<file path="config.mk">
export PLATFORM = sky130hd
export DESIGN_NAME = fixed_8frac_to_decimal_text_core
export DESIGN_NICKNAME = d
export VERILOG_FILES = /design/src/hdl/fx8dt_pkg.sv /design/src/hdl/fx8dt_dabble.sv /design/src/hdl/fixed_8frac_to_decimal_text_core.sv
export SDC_FILE = /design/constraint.sdc
export NUM_CORES = 1
export LEC_CHECK = 0
export BUFFER_PORTS_ARGS = -buffer_cell sky130_fd_sc_hd__buf_2
export CAP_MARGIN = 40
export CORE_ASPECT_RATIO = 0.8
export CORE_MARGIN = 8
export CORE_UTILIZATION = 35
export DETAILED_ROUTE_END_ITERATION = 8
export PLACE_DENSITY_LB_ADDON = 0.12
export SLEW_MARGIN = 10
export SYNTH_ARGS = -nofsm -noshare
export SYNTH_HDL_FRONTEND = slang
export SYNTH_SLANG_ARGS = --single-unit
</file>
<file path="constraint.sdc">
create_clock -name clk -period 9.6 [get_ports clk]
set_input_delay 0.48 -clock clk [delete_from_list [all_inputs] [get_ports clk]]
set_output_delay 0.48 -clock clk [all_outputs]
set_load 0.005 [all_outputs]
</file>
<file path="src/hdl/fx8dt_pkg.sv">
package fx8dt_pkg;

    // Number format: signed value with eight fraction bits.
    localparam int VALUE_W = 32;
    localparam int FRAC_BITS = 8;
    localparam int MAG_W = VALUE_W - 1;
    localparam int INT_W = MAG_W - FRAC_BITS + 1;

    // Fraction scaling to four decimal places, rounded half-up.
    localparam int FRAC_ONE = 256;
    localparam int FRAC_DEC = 10000;
    localparam int FRAC_HALF = FRAC_ONE / 2;
    localparam int FRAC_W = 14;
    localparam int PROD_W = FRAC_W + FRAC_BITS;

    // Packed BCD working register of the shared conversion unit.
    localparam int BCD_DIGITS = 8;
    localparam int BCD_W = 4 * BCD_DIGITS;
    localparam int FRAC_DIGITS = 4;
    localparam int FRAC_BCD_W = 4 * FRAC_DIGITS;

    // Character codes.
    localparam int CHAR_W = 7;
    localparam logic [CHAR_W-1:0] CH_ZERO = 7'h30;
    localparam logic [CHAR_W-1:0] CH_MINUS = 7'h2D;
    localparam logic [CHAR_W-1:0] CH_DOT = 7'h2E;
    localparam logic [CHAR_W-1:0] CH_SPACE = 7'h20;

    // Sequencer states.
    typedef enum logic [3:0] {
        ST_IDLE,
        ST_PREP,
        ST_INT,
        ST_FRAC,
        ST_SKIP,
        ST_MINUS,
        ST_DIGIT,
        ST_DOT,
        ST_FDIGIT,
        ST_SPACE
    } state_t;

endpackage

</file>
<file path="src/hdl/fx8dt_dabble.sv">
module fx8dt_dabble (
    input  logic [fx8dt_pkg::BCD_W-1:0] bcd,
    input  logic                        bit_in,
    output logic [fx8dt_pkg::BCD_W-1:0] bcd_shifted
);
    import fx8dt_pkg::*;

    logic [BCD_W-1:0] corrected;

    // Add three to every digit of five or more, then shift the next binary bit in.
    always_comb
    begin
        for (int i = 0; i < BCD_DIGITS; i++)
        begin
            if (bcd[4*i +: 4] >= 4'd5)
            begin
                corrected[4*i +: 4] = bcd[4*i +: 4] + 4'd3;
            end
            else
            begin
                corrected[4*i +: 4] = bcd[4*i +: 4];
            end
        end
    end

    assign bcd_shifted = {corrected[BCD_W-2:0], bit_in};

endmodule

</file>
<file path="src/hdl/fixed_8frac_to_decimal_text_core.sv">
// Converts a signed 32-bit value with eight fraction bits into ASCII text, one
// character per item on char_code, marked by valid for a single cycle, with last
// on the final character; the receiver cannot stall, so characters leave one per
// cycle once emission starts. An item is taken when start is high and busy is
// low. After acceptance the block scales the fraction, converts the 24-bit integer
// part and then the 14-bit fraction, both through one shared shift-and-add-3 unit,
// strips leading zeros one digit at a time (up to 7), then emits the characters
// (1 to 14). The number of leading zeros stripped plus the number of integer digits
// is always eight. The most negative input is taken as -2147483647 units and prints
// as -8388607.9961.
module fixed_8frac_to_decimal_text_core (
    input  logic                                clk,
    input  logic                                rst_n,
    input  logic                                start,
    output logic                                busy,
    input  logic signed [fx8dt_pkg::VALUE_W-1:0] value,
    input  logic                                append_space,
    output logic                                valid,
    output logic [fx8dt_pkg::CHAR_W-1:0]        char_code,
    output logic                                last
);
    import fx8dt_pkg::*;

    state_t state_reg, state_next;
    logic [MAG_W-1:0] mag_reg, mag_next;
    logic neg_reg, neg_next;
    logic space_reg, space_next;
    logic [INT_W-1:0] bin_reg, bin_next;
    logic [BCD_W-1:0] bcd_reg, bcd_next;
    logic [BCD_W-1:0] int_bcd_reg, int_bcd_next;
    logic [FRAC_W-1:0] frac_reg, frac_next;
    logic [FRAC_BCD_W-1:0] frac_bcd_reg, frac_bcd_next;
    logic [4:0] cnt_reg, cnt_next;
    logic [3:0] int_left_reg, int_left_next;
    logic [2:0] frac_left_reg, frac_left_next;
    logic valid_reg, valid_next;
    logic [CHAR_W-1:0] char_reg, char_next;
    logic last_reg, last_next;

    logic accept;
    logic [VALUE_W-1:0] sat_value;
    logic [VALUE_W-1:0] abs_value;
    logic [PROD_W-1:0] prod;
    logic [FRAC_W-1:0] frac_round;
    logic frac_carry;
    logic [BCD_W-1:0] unit_out;
    logic has_frac;
    logic [2:0] frac_keep;

    assign accept = start && (state_reg == ST_IDLE);

    // Shared BCD conversion unit.
    fx8dt_dabble u_dabble (
        .bcd         (bcd_reg),
        .bit_in      (bin_reg[INT_W-1]),
        .bcd_shifted (unit_out)
    );

    // Magnitude with the most negative value saturated.
    always_comb
    begin
        sat_value = value;
        if (value == {1'b1, {(VALUE_W-1){1'b0}}})
        begin
            sat_value = {1'b1, {(VALUE_W-2){1'b0}}, 1'b1};
        end
        abs_value = value[VALUE_W-1] ? (~sat_value + VALUE_W'(1)) : sat_value;
    end

    // Fraction scaled to ten thousandths, rounded half-up.
    always_comb
    begin
        prod = PROD_W'(mag_reg[FRAC_BITS-1:0]) * PROD_W'(FRAC_DEC) + PROD_W'(FRAC_HALF);
        frac_round = prod[PROD_W-1:FRAC_BITS];
        frac_carry = (frac_round == FRAC_W'(FRAC_DEC));
    end

    // Number of fraction digits left after trimming trailing zeros.
    always_comb
    begin
        has_frac = (frac_reg != '0);
        if (frac_bcd_reg[3:0] != 4'd0)
        begin
            frac_keep = 3'd4;
        end
        else if (frac_bcd_reg[7:4] != 4'd0)
        begin
            frac_keep = 3'd3;
        end
        else if (frac_bcd_reg[11:8] != 4'd0)
        begin
            frac_keep = 3'd2;
        end
        else
        begin
            frac_keep = 3'd1;
        end
    end

    // Sequencer: next state and register updates.
    always_comb
    begin
        state_next = state_reg;
        mag_next = mag_reg;
        neg_next = neg_reg;
        space_next = space_reg;
        bin_next = bin_reg;
        bcd_next = bcd_reg;
        int_bcd_next = int_bcd_reg;
        frac_next = frac_reg;
        frac_bcd_next = frac_bcd_reg;
        cnt_next = cnt_reg;
        int_left_next = int_left_reg;
        frac_left_next = frac_left_reg;
        valid_next = 1'b0;
        char_next = char_reg;
        last_next = 1'b0;

        case (state_reg)
            ST_IDLE:
            begin
                if (accept)
                begin
                    mag_next = abs_value[MAG_W-1:0];
                    neg_next = value[VALUE_W-1];
                    space_next = append_space;
                    state_next = ST_PREP;
                end
            end
            ST_PREP:
            begin
                bin_next = INT_W'(mag_reg[MAG_W-1:FRAC_BITS]) + INT_W'(frac_carry);
                frac_next = frac_carry ? '0 : frac_round;
                bcd_next = '0;
                cnt_next = 5'(INT_W - 1);
                state_next = ST_INT;
            end
            ST_INT:
            begin
                bcd_next = unit_out;
                bin_next = {bin_reg[INT_W-2:0], 1'b0};
                cnt_next = cnt_reg - 5'd1;
                if (cnt_reg == '0)
                begin
                    int_bcd_next = unit_out;
                    bcd_next = '0;
                    bin_next = {frac_reg, {(INT_W-FRAC_W){1'b0}}};
                    cnt_next = 5'(FRAC_W - 1);
                    state_next = ST_FRAC;
                end
            end
            ST_FRAC:
            begin
                bcd_next = unit_out;
                bin_next = {bin_reg[INT_W-2:0], 1'b0};
                cnt_next = cnt_reg - 5'd1;
                if (cnt_reg == '0)
                begin
                    frac_bcd_next = unit_out[FRAC_BCD_W-1:0];
                    int_left_next = 4'(BCD_DIGITS);
                    state_next = ST_SKIP;
                end
            end
            ST_SKIP:
            begin
                // Strip leading zeros one digit per cycle, keeping at least one.
                frac_left_next = frac_keep;
                if ((int_bcd_reg[BCD_W-1 -: 4] == 4'd0) && (int_left_reg > 4'd1))
                begin
                    int_bcd_next = {int_bcd_reg[BCD_W-5:0], 4'd0};
                    int_left_next = int_left_reg - 4'd1;
                end
                else
                begin
                    state_next = neg_reg ? ST_MINUS : ST_DIGIT;
                end
            end
            ST_MINUS:
            begin
                valid_next = 1'b1;
                char_next = CH_MINUS;
                state_next = ST_DIGIT;
            end
            ST_DIGIT:
            begin
                valid_next = 1'b1;
                char_next = CH_ZERO + CHAR_W'(int_bcd_reg[BCD_W-1 -: 4]);
                int_bcd_next = {int_bcd_reg[BCD_W-5:0], 4'd0};
                int_left_next = int_left_reg - 4'd1;
                if (int_left_reg == 4'd1)
                begin
                    if (has_frac)
                    begin
                        state_next = ST_DOT;
                    end
                    else if (space_reg)
                    begin
                        state_next = ST_SPACE;
                    end
                    else
                    begin
                        last_next = 1'b1;
                        state_next = ST_IDLE;
                    end
                end
            end
            ST_DOT:
            begin
                valid_next = 1'b1;
                char_next = CH_DOT;
                state_next = ST_FDIGIT;
            end
            ST_FDIGIT:
            begin
                valid_next = 1'b1;
                char_next = CH_ZERO + CHAR_W'(frac_bcd_reg[FRAC_BCD_W-1 -: 4]);
                frac_bcd_next = {frac_bcd_reg[FRAC_BCD_W-5:0], 4'd0};
                frac_left_next = frac_left_reg - 3'd1;
                if (frac_left_reg == 3'd1)
                begin
                    if (space_reg)
                    begin
                        state_next = ST_SPACE;
                    end
                    else
                    begin
                        last_next = 1'b1;
                        state_next = ST_IDLE;
                    end
                end
            end
            ST_SPACE:
            begin
                valid_next = 1'b1;
                char_next = CH_SPACE;
                last_next = 1'b1;
                state_next = ST_IDLE;
            end
            default:
            begin
                state_next = ST_IDLE;
            end
        endcase
    end

    // Control registers.
    always_ff @(posedge clk or negedge rst_n)
    begin
        if (!rst_n)
        begin
            state_reg <= ST_IDLE;
            valid_reg <= 1'b0;
            last_reg <= 1'b0;
            cnt_reg <= '0;
            int_left_reg <= '0;
            frac_left_reg <= '0;
        end
        else
        begin
            state_reg <= state_next;
            valid_reg <= valid_next;
            last_reg <= last_next;
            cnt_reg <= cnt_next;
            int_left_reg <= int_left_next;
            frac_left_reg <= frac_left_next;
        end
    end

    // Payload registers.
    always_ff @(posedge clk)
    begin
        mag_reg <= mag_next;
        neg_reg <= neg_next;
        space_reg <= space_next;
        bin_reg <= bin_next;
        bcd_reg <= bcd_next;
        int_bcd_reg <= int_bcd_next;
        frac_reg <= frac_next;
        frac_bcd_reg <= frac_bcd_next;
        char_reg <= char_next;
    end

    assign busy = (state_reg != ST_IDLE);
    assign valid = valid_reg;
    assign char_code = char_reg;
    assign last = last_reg;

    // An accepted item keeps the block busy in the following cycle.
    a_accept_busy: assert property (@(posedge clk) disable iff (!rst_n)
        (start && !busy) |=> busy)
        else $error("block not busy after accepting an item");

    // The final character of an item is not followed by another in the next cycle.
    a_last_gap: assert property (@(posedge clk) disable iff (!rst_n)
        (valid && last) |=> !valid)
        else $error("character emitted straight after the final one");

    // A character other than the final one is only shown while the item is in progress.
    a_mid_busy: assert property (@(posedge clk) disable iff (!rst_n)
        (valid && !last) |-> busy)
        else $error("non-final character shown while idle");

    // The last flag is only raised together with a character.
    a_last_valid: assert property (@(posedge clk) disable iff (!rst_n)
        last |-> valid)
        else $error("last raised without a character");

endmodule
</file>
==> flow_summary.ini, run 1 <==
[synth]
synth_top_area_share_pct = 44.95
synthFlopType = edfxtp_1
yosysWarnings = 0
synth_xor_area_share_pct = 6.639
synth_area_leaders = edfxtp_1 (45%), ha_1 (7.7%), xnor2_1 (5.0%), dfrtp_1 (4.3%), nor2_1 (4.1%)
synth_compound_gate_area_share_pct = 12.03
synthesis.nets = 1131
synth_top_family_by_area = simple AND/OR/NAND/NOR gates
syn_avg_cell_area_um2 = 10.23
ys_seq_elements = 174
synth_cell_type_count = 64
yosys.area_share.simple_pct = 17.57
synthAdderAreaFrac_pct = 9.989
netlist_area_um2 = 10420
synth_seq_area_share_pct = 49.27
synth.most_common_cell = edfxtp_1
yosys.area.top_type = edfxtp_1
synth_edf_count = 156
async_flop_share_pct = 10.34
synthMuxAreaShare_pct = 1.153
netlist_instances = 1019
ys_top_cells_by_count = edfxtp_1 (156), nor2_1 (114), nand2_1 (100), a21oi_1 (70), o21ai_0 (68)

[cts]
cts_hold_buf = 1
clkTransAtPathRegs_ns = 0.07
cts_setup_buffers = 0
cts_root_buf = clkbuf_16
cts_resized = 0
htreeDepth = 4
cts_tree = yes
ctsLongestPathBuffers = 2
cts_sinks = 174
clk_latency_ns = 0.43
numCtsBuffers = 17

[floorplan]
core-area_um2 = 29290
die_area_um2 = 35590
pin_count = 46
start_util_pct = 35.58
die_w_um = 208.9
die_h_um = 170.3
rows = 56

[worst_setup_path]
crit_top_cell = ha_1
path_cells = ha_1 > ha_1 > inv_1 > fa_1 > fa_1 > fa_1 > xor2_1 > nor3_1 > a21boi_0 > o2111ai_1 > a311oi_1 > xor2_1 > nor4_2 > ha_1 > ha_1 > and3_1 > nand3_1 > nor2_1 > and2_1 > nand3_1 > xnor2_1 > nor2_1 > a31oi_1
arrival_ns = 7.45
cpMaxStageDelayCell = nor4_2
worstPathRequired_ns = 9.75
critPathKind = flip-flop to flip-flop
r2r_slack_ns = 2.30
slowest_delay_ns = 0.77
end_kind = flip-flop
rr_worst_depth = 23
worstReg2RegEnd = bin_reg[22]
r2r_start = mag_reg[3]
cp_max_fo = 6
cp-start-kind = flip-flop

[place]
numPortBuffers = 43
dp_slack_ns = 2.361
gp_congestion = 0.7838
dp.cells = 1415
placed_cell_area_um2 = 11090
dp_hpwl_um = 17530

[cells_and_area]
diodes = 0
fin_cells = 1448
nNetsFinal = 1170
drive_above_1_share_pct = 10.83
final_cell_area_um2 = 11690
syn2layout_area_growth_pct = 12.21

[sta]
fin_crit_ns = 7.296
worst_slack_ns = 2.304
rsz0062_at_grt = false
tns_ns = 0
fmax_ghz = 0.1371
finalCritPeriodShare_pct = 76.00
slew_headroom_pct = 44.04
fin_skew_ns = 0.02174
slew_viol_final = 0
setup_viol_count_final = 0
timing_hold_violations_final = 0
tightest_slew_ns = 0.8324
holdWs_ns = 0.2354

[flow_run]
cap_violations = 0

[outcome]
status = complete, no violations

[worst_hold_path]
min-delay-path-class = input port to flip-flop
whs_endpoint = space_reg
hold_start = append_space
whs_path_depth = 1

[power]
power_density_nw_per_um2 = 400.8
vdd_drop_max_v = 0.0001530
leakagePower_nw = 4.389

[route]
antenna_left = 0
drc = 0
vias = 7334
drt_iter0_drc = 512
vias_per_cell = 5.065
dr.pass1.iters = 5
finalWirelength_um = 23620
route.detailed.wl_per_inst_um = 16.31

[global_routing]
grt_use_total_pct = 13.32
grt_pass1_wl_um = 38040
grt_max_degree = 46
grt_pass1_vias = 6999
gr-total-overflow = 0
antenna_found_initial = 0
## cell type report
cell class              instances  area (um2)
clock buffers                  17       425.4
inverters                      50       187.7
well taps                     377       471.7
clock inverters                15       170.2
multi-input cells             757        4961
flip-flops and latches        174        5135
fillers                      2878       17590
repair buffers                 58       342.8
## stage by stage
step                      util, %  total power [mW]
after floorplan                 -             3.371
after global placement      37.71             4.018
after detailed placement    37.86             4.013
after CTS                   39.93             4.735
after global routing        39.93             5.108
final                       39.93             4.687
## power breakdown
group / leakage (nW) / switching, mW / internal, mW / total (mW)
Clock: 0.292 / 0.323 / 0.372 / 0.695
Combinational: 2.39 / 1.56 / 0.914 / 2.47
Sequential: 1.71 / 0.186 / 1.33 / 1.52
Total: 4.39 / 2.07 / 2.62 / 4.69
## per-layer routing
metal / share of wire [%] / GRT usage, % / up-vias
li1: - / - / 3741
met1: 57 / 21.33 / 3456
met2: 38 / 18.14 / 130
met3: 3.6 / 2.518 / 7
met4: 0.64 / 2.386 / 0
met5: 0 / 0 / -
## placed cells by master (no fill, tap or decap), types with 11 or more instances in the layout
cell and count:
edfxtp_1 156, nor2_1 112, nand2_1 100, a21oi_1 70
o21ai_0 68, ha_1 64, xnor2_1 59, inv_1 50
buf_2 44, nand3_1 32, xor2_1 20, dfrtp_1 18
clkbuf_16 17, nor3_1 16, nand2b_1 15, nor3b_1 14
nor2b_1 13, and3_1 13, a31oi_1 13, fa_1 12
or2_2 11, nor4_1 11, buf_4 11
## how the worst max path moves through the flow
stage | from | to | slack [ns] | cells past startpoint
after floorplan | mag_reg[3] | bin_reg[20] | 3.42 | 24
after global placement | mag_reg[3] | bin_reg[20] | 2.63 | 23
after detailed placement | mag_reg[3] | bin_reg[22] | 2.36 | 23
after CTS | mag_reg[3] | bin_reg[22] | 2.35 | 23
after global routing | mag_reg[3] | bin_reg[22] | 1.78 | 23
final | mag_reg[3] | bin_reg[22] | 2.30 | 23
## worst max-delay path: cells and delay by family (launching register included)
family,cells,cell delay [ns]
xor gates and xnor gates,3,0.51
adders and majority gates,7,2.60
AOI/OAI and AO/OA,4,1.12
buffers and inverters,1,0.05
and+or+nand+nor,8,2.20
DFF,1,0.53
## cells by family after synthesis
family,count (synthesis)
other,2
and+or+nand+nor,379
AOI/OAI and AO/OA,210
DFF,174
adders and majority gates,76
xor gates and xnor gates,79
muxes,11
buffers and inverters,88
Power figures use the tool's default switching activity.
==> run 2, diff against run 1 <==
==> constraint.sdc (replaced) <==
create_clock -name clk -period 7.6 [get_ports clk]
set_input_delay 0.38 -clock clk [delete_from_list [all_inputs] [get_ports clk]]
set_output_delay 0.38 -clock clk [all_outputs]
set_load 0.005 [all_outputs]
==> run 2 against run 1 <==
Register-to-register slack got worse by 1.6 ns. Via count increased by 0.14%. Die area unchanged. Non-clock buffer count increased by 1. Critical path depth rose by 1. Setup slack got worse by 1.6 ns. Sequential share of layout area hardly changed. Combinational power grew 27%.
==> flow_summary.ini, run 2 (synthesis results as in run 1) <==
[worst_setup_path]
cp_max_fo = 6
crit_top_cell = ha_1
critPathKind = flip-flop to flip-flop
arrival_ns = 7.01
r2r_start = mag_reg[3]
cp-start-kind = flip-flop
r2r_slack_ns = 0.75
critPathBufInv = 2
rr_worst_depth = 24
crit_cells = 24
slowest_delay_ns = 0.60
path_cells = ha_1 > ha_1 > inv_1 > fa_1 > fa_1 > inv_1 > ha_1 > a211oi_2 > o211ai_1 > o211a_1 > or4_1 > a311oi_1 > xor2_1 > nor4_2 > ha_1 > ha_1 > and3_1 > nand3_1 > nor2_1 > and2_1 > nand3_1 > xnor2_1 > nor2_1 > a31oi_1
worstReg2RegEnd = bin_reg[20]
startpoint = mag_reg[3]
endpoint = bin_reg[20]
worstPathRequired_ns = 7.76
cpMaxStageDelayCell = fa_1
end_kind = flip-flop
cpLargestDelayFamily = adder cells

[cts]
clk_latency_ns = 0.43
numCtsBuffers = 17
cts_root_buf = clkbuf_16
cts_setup_buffers = 0
ctsLongestPathBuffers = 2
clkTransAtPathRegs_ns = 0.07
cts_sinks = 174
cts_tree = yes
htreeDepth = 4

[sta]
setup_viol_count_final = 0
slew_viol_final = 0
holdWs_ns = 0.1307
tns_ns = 0
fin_skew_ns = 0.008824
rsz0062_at_grt = false
finalCritPeriodShare_pct = 90.14
tightest_slew_ns = 0.8180
fin_crit_ns = 6.851
slew_headroom_pct = 44.89
fmax_ghz = 0.1460
timing_hold_violations_final = 0

[floorplan]
die_h_um = 170.3
start_util_pct = 35.58
pin_count = 46
die_w_um = 208.9
die_area_um2 = 35590
rows = 56
core-area_um2 = 29290

[power]
vdd_drop_max_v = 0.0001964
leakagePower_nw = 4.378
power_density_nw_per_um2 = 506.4
power_mw = 5.919

[place]
gp_congestion = 0.7894
numPortBuffers = 43
dp_hpwl_um = 17490

[global_routing]
grt_max_degree = 46
grt_use_total_pct = 13.64
grt_pass1_wl_um = 38750
gr-total-overflow = 0
antenna_found_initial = 0
grt_pass1_vias = 7047

[route]
vias = 7344
drt_iter0_drc = 521
dr.pass1.iters = 5
antenna_left = 0
route.detailed.wl_per_inst_um = 16.49
vias_per_cell = 5.068
finalWirelength_um = 23890
drc = 0

[cells_and_area]
syn2layout_area_growth_pct = 12.15
final_cell_mix = edfxtp_1 (156), nor2_1 (112), nand2_1 (100)
nNetsFinal = 1171
mostFrequentLayoutCell = edfxtp_1
drive_above_1_share_pct = 11.01
diodes = 0

[outcome]
status = complete, no violations

[worst_hold_path]
min-delay-path-class = input port to flip-flop
hold_start = append_space

[flow_run]
cap_violations = 0
run 2: per-stage QoR:
stage | utilization, % | instances | setup slack [ns] | instance area (um2)
2_1_floorplan | - | 1019 | 1.420 | 10420
3_3_place_gp | 37.74 | 1412 | 0.7707 | 11050
3_5_place_dp | 37.88 | 1416 | 0.6422 | 11100
4_1_cts | 39.89 | 1449 | 0.6060 | 11680
5_1_grt | 39.91 | 1449 | 0.1164 | 11690
6_report | 39.91 | 1449 | 0.7492 | 11690
run 2: what timing repair did:
action                     CTS  global route
hold buffers                 1             0
setup endpoints to repair    0             4
resized for setup            0             1
hold endpoints to repair    18             0
run 2: report_power, final:
part,internal [mW],switching [mW]
sequential,1.68,0.237
clock,0.463,0.409
combinational,1.15,1.97
total,3.30,2.62
run 2: final cells by class:
class                   count  area, um2
fillers                  2870      17600
flip-flops and latches    174       5135
multi-input cells         757       4966
well taps                 377      471.7
clock buffers              17      425.4
repair buffers             59      350.3
inverters                  50      187.7
clock inverters            15      151.4
run 2: worst min-delay path by stage:
stage / endpoint / slack (ns) / cells after the start
final: space_reg / 0.13 / 1
after global routing: space_reg / 0.11 / 1
after CTS: space_reg / 0.11 / 1
after detailed placement: valid / 0.36 / 1
after global placement: last / 0.36 / 1
after floorplan: cnt_reg[0] / 0.08 / 0
run 2: worst register-to-register path: stages (launching register included):
cell	delay (ns)
edfxtp_1	0.53
ha_1	0.33
ha_1	0.27
inv_1	0.05
fa_1	0.47
fa_1	0.60
inv_1	0.06
ha_1	0.30
a211oi_2	0.29
o211ai_1	0.22
o211a_1	0.27
or4_1	0.54
a311oi_1	0.34
xor2_1	0.16
nor4_2	0.56
ha_1	0.29
ha_1	0.18
and3_1	0.20
nand3_1	0.09
nor2_1	0.24
and2_1	0.23
nand3_1	0.11
xnor2_1	0.13
nor2_1	0.09
a31oi_1	0.05
run 2: metal layers:
layer | vias to the layer above | share of wire [%] | wire [um] | global-route usage (%)
met5 | - | 0 | 0 | 0
met2 | 105 | 38 | 8986 | 18.25
met4 | 0 | 0.76 | 182 | 2.875
met3 | 10 | 3.3 | 787 | 2.702
li1 | 3738 | - | - | -
met1 | 3491 | 58 | 13930 | 21.87
==> run 3, diff against run 2 <==
--- a/config.mk
+++ b/config.mk
@@ -7,7 +7,7 @@
 export LEC_CHECK = 0
 export BUFFER_PORTS_ARGS = -buffer_cell sky130_fd_sc_hd__buf_2
 export CAP_MARGIN = 40
-export CORE_ASPECT_RATIO = 0.8
+export CORE_ASPECT_RATIO = 0.6
 export CORE_MARGIN = 8
 export CORE_UTILIZATION = 35
 export DETAILED_ROUTE_END_ITERATION = 8
==> run 3 against run 2 <==
Fmax is 0.96% lower. Critical path type unchanged. Highest routed layer unchanged. Wire length is 1.0% higher. Sequential share of layout area is 0.30 points lower. Die area is 0.41% higher. Combinational power hardly changed. Cell area is 0.70% higher. Utilization is 0.16 points lower. Worst hold slack worse by 0.010 ns. Setup slack worse by 0.067 ns. Non-clock buffer count is 2 lower.
==> flow_summary.ini, run 3 (synthesis results as in run 1) <==
[cts]
numCtsBuffers = 17
ctsLongestPathBuffers = 2
cts_resized = 0
cts_sinks = 174
cts_setup_buffers = 0
htreeDepth = 4
cts_tree = yes
clk_latency_ns = 0.45
cts_root_buf = clkbuf_16
clkTransAtPathRegs_ns = 0.07

[floorplan]
pin_count = 46
start_util_pct = 35.19
die_h_um = 149.7
core-area_um2 = 29610
rows = 49
die_w_um = 238.8
die_area_um2 = 35730

[route]
finalWirelength_um = 24130
vias_per_cell = 4.984
drt_iter0_drc = 447
route.detailed.wl_per_inst_um = 16.33
drc = 0
vias = 7367
dr.pass1.iters = 5
antenna_left = 0

[sta]
setup_viol_count_final = 0
slew_viol_final = 0
holdWs_ns = 0.1202
rsz0062_at_grt = false
fmax_ghz = 0.1446
tightest_slew_ns = 0.8730
slew_headroom_pct = 41.64
finalCritPeriodShare_pct = 91.02
fin_skew_ns = 0.01206
timing_hold_violations_final = 0
tns_ns = 0
fin_crit_ns = 6.918

[global_routing]
gr-total-overflow = 0
grt_use_total_pct = 14.02
antenna_found_initial = 0
grt_pass1_vias = 6909
grt_max_degree = 37
grt_pass1_wl_um = 39250

[worst_setup_path]
worstPathRequired_ns = 7.78
cp_max_fo = 6
rr_worst_depth = 23
end_kind = flip-flop
critPathKind = flip-flop to flip-flop
r2r_start = mag_reg[3]
arrival_ns = 7.10
worstReg2RegEnd = bin_reg[15]
r2r_slack_ns = 0.68
cp-start-kind = flip-flop

[worst_hold_path]
whs_path_depth = 1
min-delay-path-class = input port to flip-flop
whs_endpoint = space_reg
hold_start = append_space

[power]
leakagePower_nw = 4.402
vdd_drop_max_v = 0.0002211
power_density_nw_per_um2 = 513.1

[cells_and_area]
diodes = 0
fillCellCount = 2888
multiInputGateArea_um2 = 4961
nNetsFinal = 1169
drive_above_1_share_pct = 10.84
syn2layout_area_growth_pct = 12.93
final_cell_mix = edfxtp_1 (156), nor2_1 (112), nand2_1 (100)
seq_area_um2 = 5135
mostFrequentLayoutCell = edfxtp_1

[outcome]
status = complete, no violations

[place]
gp_congestion = 0.7851
dp_hpwl_um = 17730
numPortBuffers = 43

[flow_run]
cap_violations = 0
-- run 3: stage by stage --
step / worst slack (ns) / total power, mW / area, um2 / instances / util [%]
2_1_floorplan: 1.420 / 4.258 / 10420 / 1019 / -
5_1_grt: 0.07340 / 6.579 / 11770 / 1478 / 39.74
3_3_place_gp: 0.9505 / 5.084 / 11100 / 1444 / 37.48
3_5_place_dp: 0.6944 / 5.075 / 11110 / 1445 / 37.52
6_report: 0.6824 / 6.038 / 11770 / 1478 / 39.74
4_1_cts: 0.6731 / 6.089 / 11770 / 1478 / 39.74
-- run 3: area by class of cell --
class / instances / share of cell area [%]
multi-input cells: 757 / 42.15
clock inverters: 15 / 1.892
well taps: 408 / 4.338
clock buffers: 17 / 3.615
flip-flops and latches: 174 / 43.63
inverters: 50 / 1.595
repair buffers: 57 / 2.775
-- run 3: how the worst max path moves through the flow --
stage               cells past startpoint          end       start
CTS                                    24  bin_reg[20]  mag_reg[3]
global route                           23  bin_reg[15]  mag_reg[3]
finish                                 23  bin_reg[15]  mag_reg[3]
global placement                       24  bin_reg[22]  mag_reg[3]
detailed placement                     24  bin_reg[20]  mag_reg[3]
floorplan                              24  bin_reg[20]  mag_reg[3]
-- run 3: worst max-delay path: stages (launching register included) --
cell and delay [ns]:
edfxtp_1 0.52, ha_1 0.33, ha_1 0.27, inv_1 0.05, fa_1 0.47, fa_1 0.53, fa_1 0.48, xor2_1 0.22
nor3_1 0.48, a21boi_0 0.47, o2111ai_1 0.29, a311oi_1 0.35, xor2_1 0.16, nor4_2 0.31, buf_4 0.22, ha_1 0.19
nand3_1 0.11, nor2_1 0.29, nand2_1 0.10, nor2_1 0.26, and3_1 0.24, nand3_1 0.10, xor2_1 0.14, a21oi_1 0.08
-- run 3: per-layer routing --
metal	global-route usage, %	share of wire, %	vias up
li1	-	-	3731
met1	22.82	58	3504
met2	18.02	38	117
met3	2.557	3.3	15
met4	3.947	1.1	0
met5	0	0	-
-- run 3: what timing repair did --
item	4_1_cts	5_1_grt
endpoints found under the setup margin	0	0
endpoints found under the hold margin	18	0
hold buffers	1	0
-- run 3: power by group --
| part | leakage (nW) | internal (mW) | switching, mW |
|---|---|---|---|
| clock network | 0.315 | 0.563 | 0.412 |
| registers | 1.71 | 1.68 | 0.241 |
| logic | 2.38 | 1.15 | 1.99 |
| total | 4.40 | 3.40 | 2.64 |
